## config.mk

```make
export PLATFORM = sky130hd
export DESIGN_NAME = circular_double_ended_queue_top
export DESIGN_NICKNAME = d
export VERILOG_FILES = /design/src/sv/cdq_pkg.sv /design/src/sv/cdq_store.sv /design/src/sv/circular_double_ended_queue_top.sv
export SDC_FILE = /design/constraint.sdc
export NUM_CORES = 1
export LEC_CHECK = 0
export BUFFER_PORTS_ARGS = -buffer_cell sky130_fd_sc_hd__buf_2
export CORE_UTILIZATION = 35
export CTS_CLUSTER_SIZE = 16
export DETAILED_ROUTE_END_ITERATION = 8
export GPL_TIMING_DRIVEN = 0
export HOLD_SLACK_MARGIN = 0.1
export PLACE_DENSITY = 0.48
export SETUP_SLACK_MARGIN = 0.2
export SLEW_MARGIN = 25
export SYNTH_ARGS = -nofsm -noshare
export SYNTH_HDL_FRONTEND = slang
export SYNTH_SLANG_ARGS = --single-unit
```

## constraint.sdc

```tcl
create_clock -name clk -period 7.8 [get_ports clk]
set_input_delay 1.56 -clock clk [delete_from_list [all_inputs] [get_ports clk]]
set_output_delay 1.56 -clock clk [all_outputs]
set_load 0.005 [all_outputs]
```

## src/sv/cdq_pkg.sv

```systemverilog
// ----------------------------------------------------------------------------
// Circular deque package
// Word types for the command and result channels, command and status codes.
// ----------------------------------------------------------------------------
package cdq_pkg;

    // Widths of the channel fields
    localparam int FUNC_W     = 3;
    localparam int DATA_IO_W  = 32;
    localparam int STATUS_W   = 2;
    localparam int SLOT_W     = 4;
    localparam int OCC_W      = 5;
    localparam int CFG_W      = 5;

    // Command codes
    localparam logic [FUNC_W-1:0] FN_PUSH_FRONT = 3'd0;
    localparam logic [FUNC_W-1:0] FN_PUSH_BACK  = 3'd1;
    localparam logic [FUNC_W-1:0] FN_POP_FRONT  = 3'd2;
    localparam logic [FUNC_W-1:0] FN_POP_BACK   = 3'd3;
    localparam logic [FUNC_W-1:0] FN_CLEAR      = 3'd4;
    localparam logic [FUNC_W-1:0] FN_SEARCH     = 3'd5;
    localparam logic [FUNC_W-1:0] FN_PEEK       = 3'd6;

    // Status codes
    localparam logic [STATUS_W-1:0] ST_OK       = 2'd0;
    localparam logic [STATUS_W-1:0] ST_FULL     = 2'd1;
    localparam logic [STATUS_W-1:0] ST_EMPTY    = 2'd2;
    localparam logic [STATUS_W-1:0] ST_NOTFOUND = 2'd3;

    // Command word
    typedef struct packed {
        logic        [FUNC_W-1:0]    func;
        logic signed [DATA_IO_W-1:0] data_in;
    } in_word_t;

    // Result word
    typedef struct packed {
        logic        [STATUS_W-1:0]  status;
        logic signed [DATA_IO_W-1:0] data_out;
        logic        [SLOT_W-1:0]    slot_index;
        logic        [OCC_W-1:0]     occupancy;
    } out_word_t;

endpackage

```

## src/sv/cdq_store.sv

```systemverilog
// ----------------------------------------------------------------------------
// Circular deque slot store
// Single-port-write, single-port-read slot memory with registered read data.
// Read data holds until the next read is issued.
// ----------------------------------------------------------------------------
module cdq_store #(
    parameter  int DEPTH      = 16,
    parameter  int DATA_WIDTH = 32,
    localparam int ADDR_W     = $clog2(DEPTH)
) (
    input  logic                  clk,
    input  logic                  wr_en,
    input  logic [ADDR_W-1:0]     wr_addr,
    input  logic [DATA_WIDTH-1:0] wr_data,
    input  logic                  rd_en,
    input  logic [ADDR_W-1:0]     rd_addr,
    output logic [DATA_WIDTH-1:0] rd_data
);

    logic [DATA_WIDTH-1:0] mem [DEPTH];
    logic [DATA_WIDTH-1:0] rd_data_reg;

    // Write the addressed slot
    always_ff @(posedge clk)
    begin
        if (wr_en)
        begin
            mem[wr_addr] <= wr_data;
        end
    end

    // Read the addressed slot, hold the word otherwise
    always_ff @(posedge clk)
    begin
        if (rd_en)
        begin
            rd_data_reg <= mem[rd_addr];
        end
    end

    assign rd_data = rd_data_reg;

endmodule

```

## src/sv/circular_double_ended_queue_top.sv

```systemverilog
// ----------------------------------------------------------------------------
// Circular double-ended queue
// Deque of up to DEPTH words in a circular slot store, with push and pop at
// both ends, clear, peek at the front and a search walked from the front.
//
//   Channel | Direction | Handshake           | Word
//   --------+-----------+---------------------+-------------------------------
//   cfg     | in        | cfg_valid/cfg_ready | capacity (5 bits)
//   in      | in        | in_valid/in_stall   | func, data_in
//   out     | out       | out_valid/out_stall | status, data_out, slot, occupancy
//
// Push, clear and any failing command: result in the output register at the
// accepting edge. Pop and peek: the slot store registers the read word, then
// the output register takes it once the output is free. Search: one slot read
// and one compare per cycle through the single read port, and a closing step
// when no slot matches.
// Reset clears the pointers, count and output; the store is not cleared.
// A read command is taken while the previous result is still stalled at the
// output; a command whose result is immediate waits for the output to free.
// ----------------------------------------------------------------------------
module circular_double_ended_queue_top #(
    parameter  int DEPTH      = 16,
    parameter  int DATA_WIDTH = 32,
    localparam int PTR_W      = $clog2(DEPTH)
) (
    input  logic                    clk,
    input  logic                    rst_n,
    input  logic                    cfg_valid,
    output logic                    cfg_ready,
    input  logic [cdq_pkg::CFG_W-1:0] cfg_data,
    input  logic                    in_valid,
    output logic                    in_stall,
    input  cdq_pkg::in_word_t       in_data,
    output logic                    out_valid,
    input  logic                    out_stall,
    output cdq_pkg::out_word_t      out_data
);

    import cdq_pkg::*;

    localparam int CMP_W = (PTR_W + 1 > CFG_W) ? PTR_W + 1 : CFG_W;
    localparam int CNT_W = CFG_W;

    localparam logic [1:0] S_IDLE   = 2'd0;
    localparam logic [1:0] S_READ   = 2'd1;
    localparam logic [1:0] S_SEARCH = 2'd2;

    logic [1:0]            state_reg, state_next;
    logic [CFG_W-1:0]      cap_reg;
    logic [PTR_W-1:0]      front_reg, front_next;
    logic [PTR_W-1:0]      back_reg, back_next;
    logic [CNT_W-1:0]      count_reg, count_next;
    logic                  out_valid_reg, out_valid_next;
    out_word_t             out_word_reg, out_word_next;
    logic [PTR_W-1:0]      srch_ptr_reg, srch_ptr_next;
    logic [CNT_W-1:0]      srch_left_reg, srch_left_next;
    logic                  cmp_vld_reg, cmp_vld_next;
    logic [PTR_W-1:0]      cmp_ptr_reg, cmp_ptr_next;
    logic [DATA_WIDTH-1:0] key_reg, key_next;

    logic                  wr_en;
    logic [PTR_W-1:0]      wr_addr;
    logic [DATA_WIDTH-1:0] wr_data;
    logic                  rd_en;
    logic [PTR_W-1:0]      rd_addr;
    logic [DATA_WIDTH-1:0] rd_data;

    logic [CMP_W-1:0]      cap_eff;
    logic [DATA_WIDTH-1:0] in_val;
    logic [DATA_IO_W-1:0]  rd_data_ext;
    logic [SLOT_W-1:0]     cmp_slot;
    logic                  out_free;
    logic                  has_entries;
    logic                  is_full;
    logic                  needs_read;
    logic                  in_fire;
    logic                  hit;
    logic                  res_load;
    out_word_t             res;

    // Step a pointer forward, wrapping at the capacity
    function automatic logic [PTR_W-1:0] step_up(input logic [PTR_W-1:0] p,
                                                 input logic [CMP_W-1:0] cap);
        logic [CMP_W-1:0] nxt;
        nxt = CMP_W'(p) + CMP_W'(1);
        return (nxt >= cap) ? '0 : PTR_W'(nxt);
    endfunction

    // Step a pointer back, wrapping from slot zero to the last slot of the capacity
    function automatic logic [PTR_W-1:0] step_down(input logic [PTR_W-1:0] p,
                                                   input logic [CMP_W-1:0] cap);
        logic [CMP_W-1:0] last;
        last = cap - CMP_W'(1);
        return (p == '0) ? PTR_W'(last) : p - PTR_W'(1);
    endfunction

    cdq_store #(
        .DEPTH      (DEPTH),
        .DATA_WIDTH (DATA_WIDTH)
    ) u_store (
        .clk     (clk),
        .wr_en   (wr_en),
        .wr_addr (wr_addr),
        .wr_data (wr_data),
        .rd_en   (rd_en),
        .rd_addr (rd_addr),
        .rd_data (rd_data)
    );

    // Fit the channel data to the stored width and back
    generate
        if (DATA_WIDTH >= DATA_IO_W)
        begin : g_wide
            assign in_val      = DATA_WIDTH'(in_data.data_in);
            assign rd_data_ext = rd_data[DATA_IO_W-1:0];
        end
        else
        begin : g_narrow
            assign in_val      = in_data.data_in[DATA_WIDTH-1:0];
            assign rd_data_ext = {{(DATA_IO_W-DATA_WIDTH){1'b0}}, rd_data};
        end
        if (PTR_W >= SLOT_W)
        begin : g_slot_wide
            assign cmp_slot = cmp_ptr_reg[SLOT_W-1:0];
        end
        else
        begin : g_slot_narrow
            assign cmp_slot = {{(SLOT_W-PTR_W){1'b0}}, cmp_ptr_reg};
        end
    endgenerate

    // Clamp the capacity to the built depth, with zero taken as one
    always_comb
    begin
        if (cap_reg == '0)
        begin
            cap_eff = CMP_W'(1);
        end
        else if (CMP_W'(cap_reg) > CMP_W'(DEPTH))
        begin
            cap_eff = CMP_W'(DEPTH);
        end
        else
        begin
            cap_eff = CMP_W'(cap_reg);
        end
    end

    // Accept control: read commands may enter while a result is stalled
    assign cfg_ready   = 1'b1;
    assign out_free    = !out_valid_reg || !out_stall;
    assign has_entries = (count_reg != '0);
    assign is_full     = (CMP_W'(count_reg) >= cap_eff);
    assign needs_read  = (in_data.func == FN_SEARCH) ||
                         (has_entries && ((in_data.func == FN_POP_FRONT) ||
                                          (in_data.func == FN_POP_BACK) ||
                                          (in_data.func == FN_PEEK)));
    assign in_stall    = (state_reg != S_IDLE) || (!needs_read && !out_free);
    assign in_fire     = in_valid && !in_stall;
    assign hit         = cmp_vld_reg && (rd_data == key_reg);

    // Command sequencing, pointer update and result forming
    always_comb
    begin
        state_next     = state_reg;
        front_next     = front_reg;
        back_next      = back_reg;
        count_next     = count_reg;
        srch_ptr_next  = srch_ptr_reg;
        srch_left_next = srch_left_reg;
        cmp_vld_next   = cmp_vld_reg;
        cmp_ptr_next   = cmp_ptr_reg;
        key_next       = key_reg;
        wr_en          = 1'b0;
        wr_addr        = front_reg;
        wr_data        = in_val;
        rd_en          = 1'b0;
        rd_addr        = front_reg;
        res_load       = 1'b0;
        res            = '0;

        case (state_reg)
            S_IDLE:
            begin
                if (in_fire)
                begin
                    case (in_data.func)
                        FN_PUSH_FRONT:
                        begin
                            res_load = 1'b1;
                            if (is_full)
                            begin
                                res.status = ST_FULL;
                            end
                            else
                            begin
                                front_next = step_down(front_reg, cap_eff);
                                wr_en      = 1'b1;
                                wr_addr    = front_next;
                                count_next = count_reg + CNT_W'(1);
                            end
                        end
                        FN_PUSH_BACK:
                        begin
                            res_load = 1'b1;
                            if (is_full)
                            begin
                                res.status = ST_FULL;
                            end
                            else
                            begin
                                wr_en      = 1'b1;
                                wr_addr    = back_reg;
                                back_next  = step_up(back_reg, cap_eff);
                                count_next = count_reg + CNT_W'(1);
                            end
                        end
                        FN_POP_FRONT:
                        begin
                            if (!has_entries)
                            begin
                                res_load   = 1'b1;
                                res.status = ST_EMPTY;
                            end
                            else
                            begin
                                rd_en      = 1'b1;
                                rd_addr    = front_reg;
                                front_next = step_up(front_reg, cap_eff);
                                count_next = count_reg - CNT_W'(1);
                                state_next = S_READ;
                            end
                        end
                        FN_POP_BACK:
                        begin
                            if (!has_entries)
                            begin
                                res_load   = 1'b1;
                                res.status = ST_EMPTY;
                            end
                            else
                            begin
                                back_next  = step_down(back_reg, cap_eff);
                                rd_en      = 1'b1;
                                rd_addr    = back_next;
                                count_next = count_reg - CNT_W'(1);
                                state_next = S_READ;
                            end
                        end
                        FN_CLEAR:
                        begin
                            res_load   = 1'b1;
                            front_next = '0;
                            back_next  = '0;
                            count_next = '0;
                        end
                        FN_SEARCH:
                        begin
                            key_next       = in_val;
                            srch_ptr_next  = front_reg;
                            srch_left_next = count_reg;
                            cmp_vld_next   = 1'b0;
                            state_next     = S_SEARCH;
                        end
                        FN_PEEK:
                        begin
                            if (!has_entries)
                            begin
                                res_load   = 1'b1;
                                res.status = ST_EMPTY;
                            end
                            else
                            begin
                                rd_en      = 1'b1;
                                rd_addr    = front_reg;
                                state_next = S_READ;
                            end
                        end
                        default:
                        begin
                            res_load = 1'b1;
                        end
                    endcase
                    res.occupancy = count_next;
                end
            end
            S_READ:
            begin
                // Hand out the read word once the output is free
                if (out_free)
                begin
                    res_load       = 1'b1;
                    res.data_out   = rd_data_ext;
                    res.occupancy  = count_reg;
                    state_next     = S_IDLE;
                end
            end
            S_SEARCH:
            begin
                // Compare the last read slot, read the next one meanwhile
                if (hit || (!cmp_vld_reg && (srch_left_reg == '0)))
                begin
                    if (out_free)
                    begin
                        res_load       = 1'b1;
                        res.status     = hit ? ST_OK : ST_NOTFOUND;
                        res.slot_index = hit ? cmp_slot : '0;
                        res.occupancy  = count_reg;
                        cmp_vld_next   = 1'b0;
                        state_next     = S_IDLE;
                    end
                end
                else
                begin
                    cmp_vld_next = (srch_left_reg != '0);
                    if (srch_left_reg != '0)
                    begin
                        rd_en          = 1'b1;
                        rd_addr        = srch_ptr_reg;
                        cmp_ptr_next   = srch_ptr_reg;
                        srch_ptr_next  = step_up(srch_ptr_reg, cap_eff);
                        srch_left_next = srch_left_reg - CNT_W'(1);
                    end
                end
            end
            default:
            begin
                state_next = S_IDLE;
            end
        endcase
    end

    // Load the output register, drop the word once taken
    always_comb
    begin
        out_valid_next = out_valid_reg;
        out_word_next  = out_word_reg;
        if (res_load)
        begin
            out_valid_next = 1'b1;
            out_word_next  = res;
        end
        else if (!out_stall)
        begin
            out_valid_next = 1'b0;
        end
    end

    // State registers
    always_ff @(posedge clk or negedge rst_n)
    begin
        if (!rst_n)
        begin
            state_reg     <= S_IDLE;
            cap_reg       <= CFG_W'(16);
            front_reg     <= '0;
            back_reg      <= '0;
            count_reg     <= '0;
            out_valid_reg <= 1'b0;
            cmp_vld_reg   <= 1'b0;
        end
        else
        begin
            state_reg     <= state_next;
            front_reg     <= front_next;
            back_reg      <= back_next;
            count_reg     <= count_next;
            out_valid_reg <= out_valid_next;
            cmp_vld_reg   <= cmp_vld_next;
            if (cfg_valid && cfg_ready)
            begin
                cap_reg <= cfg_data;
            end
        end
    end

    // Payload registers
    always_ff @(posedge clk)
    begin
        out_word_reg  <= out_word_next;
        srch_ptr_reg  <= srch_ptr_next;
        srch_left_reg <= srch_left_next;
        cmp_ptr_reg   <= cmp_ptr_next;
        key_reg       <= key_next;
    end

    assign out_valid = out_valid_reg;
    assign out_data  = out_word_reg;

endmodule

```

==> results summary <==
The run finished with clean final reports. The die covers 77700 um2. The placement-stage worst setup slack came out at 1.80 ns. After layout, the design draws a total of 12.3 mW. The async set or reset register ratio after synthesis came out at 0.0336. The startpoint identified for the worst register-to-register timing path is cap_reg[1]. The number of hold-repair buffers added at the cts stage is 0. The number of setup buffers added after CTS is 0. The ratio of routed vias to standard cells is 5.21. The number of max-slew violations in the final report is 0. Counting the fill cells in the layout gives 6878. The total grt overflow is 0. In the final design database the tool counted 1983 nets.

The overall via count from detail_route came out at 15300. The area growth from synthesis to layout is 18.7%. The initial antenna violation count is 2.

The setup TNS after final layout came out at 0 ns. The cell count after synthesis came out at 1629. The final hold violation count was 0. Setup violations remaining at the end of the flow were counted as 0. The first-pass GRT wire length came out at 108 mm. The launch point of the worst hold path is cmp_ptr_reg[0].

The number of DRC violations after detailed-routing iteration 0 came out at 1186. Dividing the final minimum period by the clock period gives 0.746. The number of diodes added for antenna fixing came out at 0. Measured against its own limit, the worst slew margin works out to 0.318. The number of standard cells in the final layout excluding fillers is 2939.

The HPWL reported at the end of detailed placement is 53.2 mm. The overall global routing resource usage came out at 0.193. The number of storage elements in the synthesis netlist is 654. The transition time at the pin with the least slew margin came out at 1.01 ns. After layout, the minimum clock period comes to 5.82 ns. The capturing point of the worst reg2reg path is u_store.mem[0][10]. The final routed DRC violation total is 0. The clock drives 654 sinks. The standard cell core area is 75800 um2. The total I/O pin count is 91.

The yosys synthesis warning count came out at 0. The initial core utilization came out at 0.353. TritonCTS built the clock tree.

The final critical-path setup slack is 1.98 ns. The worst-case reg-to-reg path depth is 17. The sequential share of the synthesized area came out at 0.729.

The clock root buffer is sky130_fd_sc_hd__clkbuf_16. The remaining antenna violation count after routing came out at 0. The die is 279 um wide. Clock tree synthesis inserted a total of 74 buffers. After clock tree synthesis, the clock-pin slew on the worst setup and hold paths is 0.05 ns. The peak ir drop on the vdd network came out at 231 uV. The final worst clock skew is 0.0255 ns. The kind of capture point of the worst setup path is a flop. The iteration count of the initial detailed-routing pass is 8. The later pin in the worst-skew pair is clocked with a latency of 0.62 ns. The leakage power summed over all cells came out at 12.0 nW.

The total wirelength of the detailed-routed design is 74.8 mm. u_store.mem holds more flip-flops than any other register. The post-synthesis area per instance is 16.5 um2. In this run, post-CTS repair resized a total of 0 instances.

The worst-case clock buffer depth is 3. Setup repair after global routing left no endpoint under its margin. The number of rows created at floorplan is 101. The die boundary height came out at 279 um. The combined area of all synthesized cells is 26800 um2. The worst setup path is launched from a flop. The post-synthesis cell type count is 73. The number of flip-flops in the largest register came out at 512.

The sink of the worst hold path is out_data[5]. Data arrives at the worst endpoint at 6.13 ns. The worst-path maximum fanout came out at 7. The count of input and output buffers came out at 89. The H-tree generated during clock tree synthesis spans 3 levels.

The most used flip-flop cell after synthesis is sky130_fd_sc_hd__edfxtp_1. The number of enable-type register cells in the synthesized netlist came out at 632. The critical path is of the reg -> reg type. The number of max-cap violations came out at 0. The total nets after synthesis came out at 1707. The number of cells traversed by the worst hold path came out at 1. The highest attainable clock frequency is 0.172 GHz. The routed length per placed instance came out at 25.4 um.

The share of cells above drive strength 1 came out at 0.207. The power per cell area came out at 386 nW/um2. The via count of the first global-routing pass was 15600. In this run the register-to-register setup slack is 1.98 ns. The critical path required time is 8.11 ns. The type of the most critical hold path is reg -> reg. Including well taps, the total number of placed cells is 2807. The largest net degree at the start of global routing came out at 23.

The final estimated routing congestion in global placement is 0.871.
[kinds of logic after synthesis]
family | share of synthesized area
AND/OR/NAND/NOR | 0.0570
AO/OA/AOI/OAI | 0.0628
buffers and inverters | 0.0232
other | 0.000140
adder cells (fa/ha/maj) | 0.0154
multiplexers | 0.0993
XOR/XNOR | 0.0134
flip-flops | 0.729
[through the flow]
step           instance area [um2]   util  hold slack, ns
6_report                     31800  0.420           0.528
5_1_grt                      31800  0.420           0.566
4_1_cts                      31800  0.420           0.527
3_5_place_dp                 29400  0.388           0.515
3_3_place_gp                 28500  0.375           0.526
2_1_floorplan                26800      -           0.478
[metal layers]
metal  up-vias  global-route usage  wire length (um)
li1       7038                   -                 -
met2       398               0.321             36000
met4         2              0.0572              1890
met5         -                   0                13
met1      7759               0.257             33000
met3       122              0.0346              3820
[cells in the mapped netlist (all sizes together) (2+ instances only)]
cell type  number  area, um2
a221oi          2       17.5
o21ai          38        190
o32ai           2       17.5
nor2b           5       31.3
clkbuf         26       97.6
a211oi          5       37.5
o211ai          5       42.5
o41ai           2       17.5
or4b            2       20.0
o31ai           6       45.0
a21o            9       67.6
and2            9       56.3
nor4           15        115
a21oi          31        159
buf            64        419
or4            35        270
a31oi           5       31.3
nand3          21        120
mux2i         258       2580
or2             3       18.8
and3           42        273
a22o            5       43.8
o211a           4       40.0
nand4           5       31.3
ha             33        413
a211o           3       26.3
or3             5       31.3
nand2          41        154
o22ai         129        807
xnor2          20        175
nor4b           5       43.8
nor3           14       75.1
inv            28        105
mux2            7       78.8
a2111oi         2       17.5
nand2b         19        119
nor2           27        101
xor2           21        184
dfrtp          21        526
nand3b          3       22.5
edfxtp        632      19000
[cell usage in the layout, fill, tap and decap left out, drive strengths merged, types with 6 or more instances in the layout]
cell type  instances
edfxtp           632
buf              264
mux2i            258
o22ai            129
clkbuf           123
and3              42
nand2             41
o21ai             38
or4               35
ha                33
a21oi             31
inv               29
nor2              27
clkinv            27
xor2              21
dfrtp             21
nand3             21
xnor2             20
nand2b            19
nor4              15
nor3              14
and2               9
a21o               9
mux2               7
bufinv             7
o31ai              6
[worst max-delay path: stages (launching register included)]
cell,delay [ns]
sky130_fd_sc_hd__dfrtp_1,0.41
sky130_fd_sc_hd__nor3_1,0.24
sky130_fd_sc_hd__nor2_1,0.06
sky130_fd_sc_hd__nor2_1,0.67
sky130_fd_sc_hd__ha_1,0.37
sky130_fd_sc_hd__nand2b_1,0.14
sky130_fd_sc_hd__a21o_1,0.17
sky130_fd_sc_hd__a21o_1,0.18
sky130_fd_sc_hd__a21oi_1,0.42
sky130_fd_sc_hd__o2111ai_1,0.48
sky130_fd_sc_hd__mux2_2,0.48
sky130_fd_sc_hd__nand2b_1,0.28
sky130_fd_sc_hd__nor4_2,0.46
sky130_fd_sc_hd__buf_2,0.26
sky130_fd_sc_hd__buf_2,0.22
sky130_fd_sc_hd__buf_2,0.22
sky130_fd_sc_hd__buf_2,0.22
sky130_fd_sc_hd__buf_2,0.23
[cell type report]
| class | count | area, um2 | area share |
|---|---|---|---|
| buffer | 90 | 517 | 0.0162 |
| inverter | 28 | 105 | 0.00330 |
| timing repair buffer | 200 | 1280 | 0.0402 |
| multi-input combinational | 857 | 6780 | 0.213 |
| sequential | 654 | 19500 | 0.614 |
| tap | 978 | 1220 | 0.0385 |
| clock buffer | 97 | 1990 | 0.0626 |
| clock inverter | 35 | 385 | 0.0121 |
[how the worst max path moves through the flow]
stage | from | endpoint | slack [ns] | depth (start not counted)
floorplan | in_data[33] | u_store.mem[8][0] | 0.66 | 8
global placement | in_data[34] | u_store.mem[4][10] | -4.90 | 10
detailed placement | in_data[34] | u_store.mem[4][10] | 1.80 | 14
CTS | cap_reg[1] | u_store.mem[4][11] | 1.87 | 16
global route | cap_reg[1] | u_store.mem[0][11] | 1.61 | 17
finish | cap_reg[1] | u_store.mem[0][10] | 1.98 | 17
[power breakdown]
group / internal, mW / switching (mW) / total (mW)
clock network: 2.03 / 1.39 / 3.42
logic: 1.68 / 2.70 / 4.38
registers: 4.31 / 0.173 / 4.48
total: 8.02 / 4.26 / 12.3
Note: power is estimated with default switching activity, not from simulation.
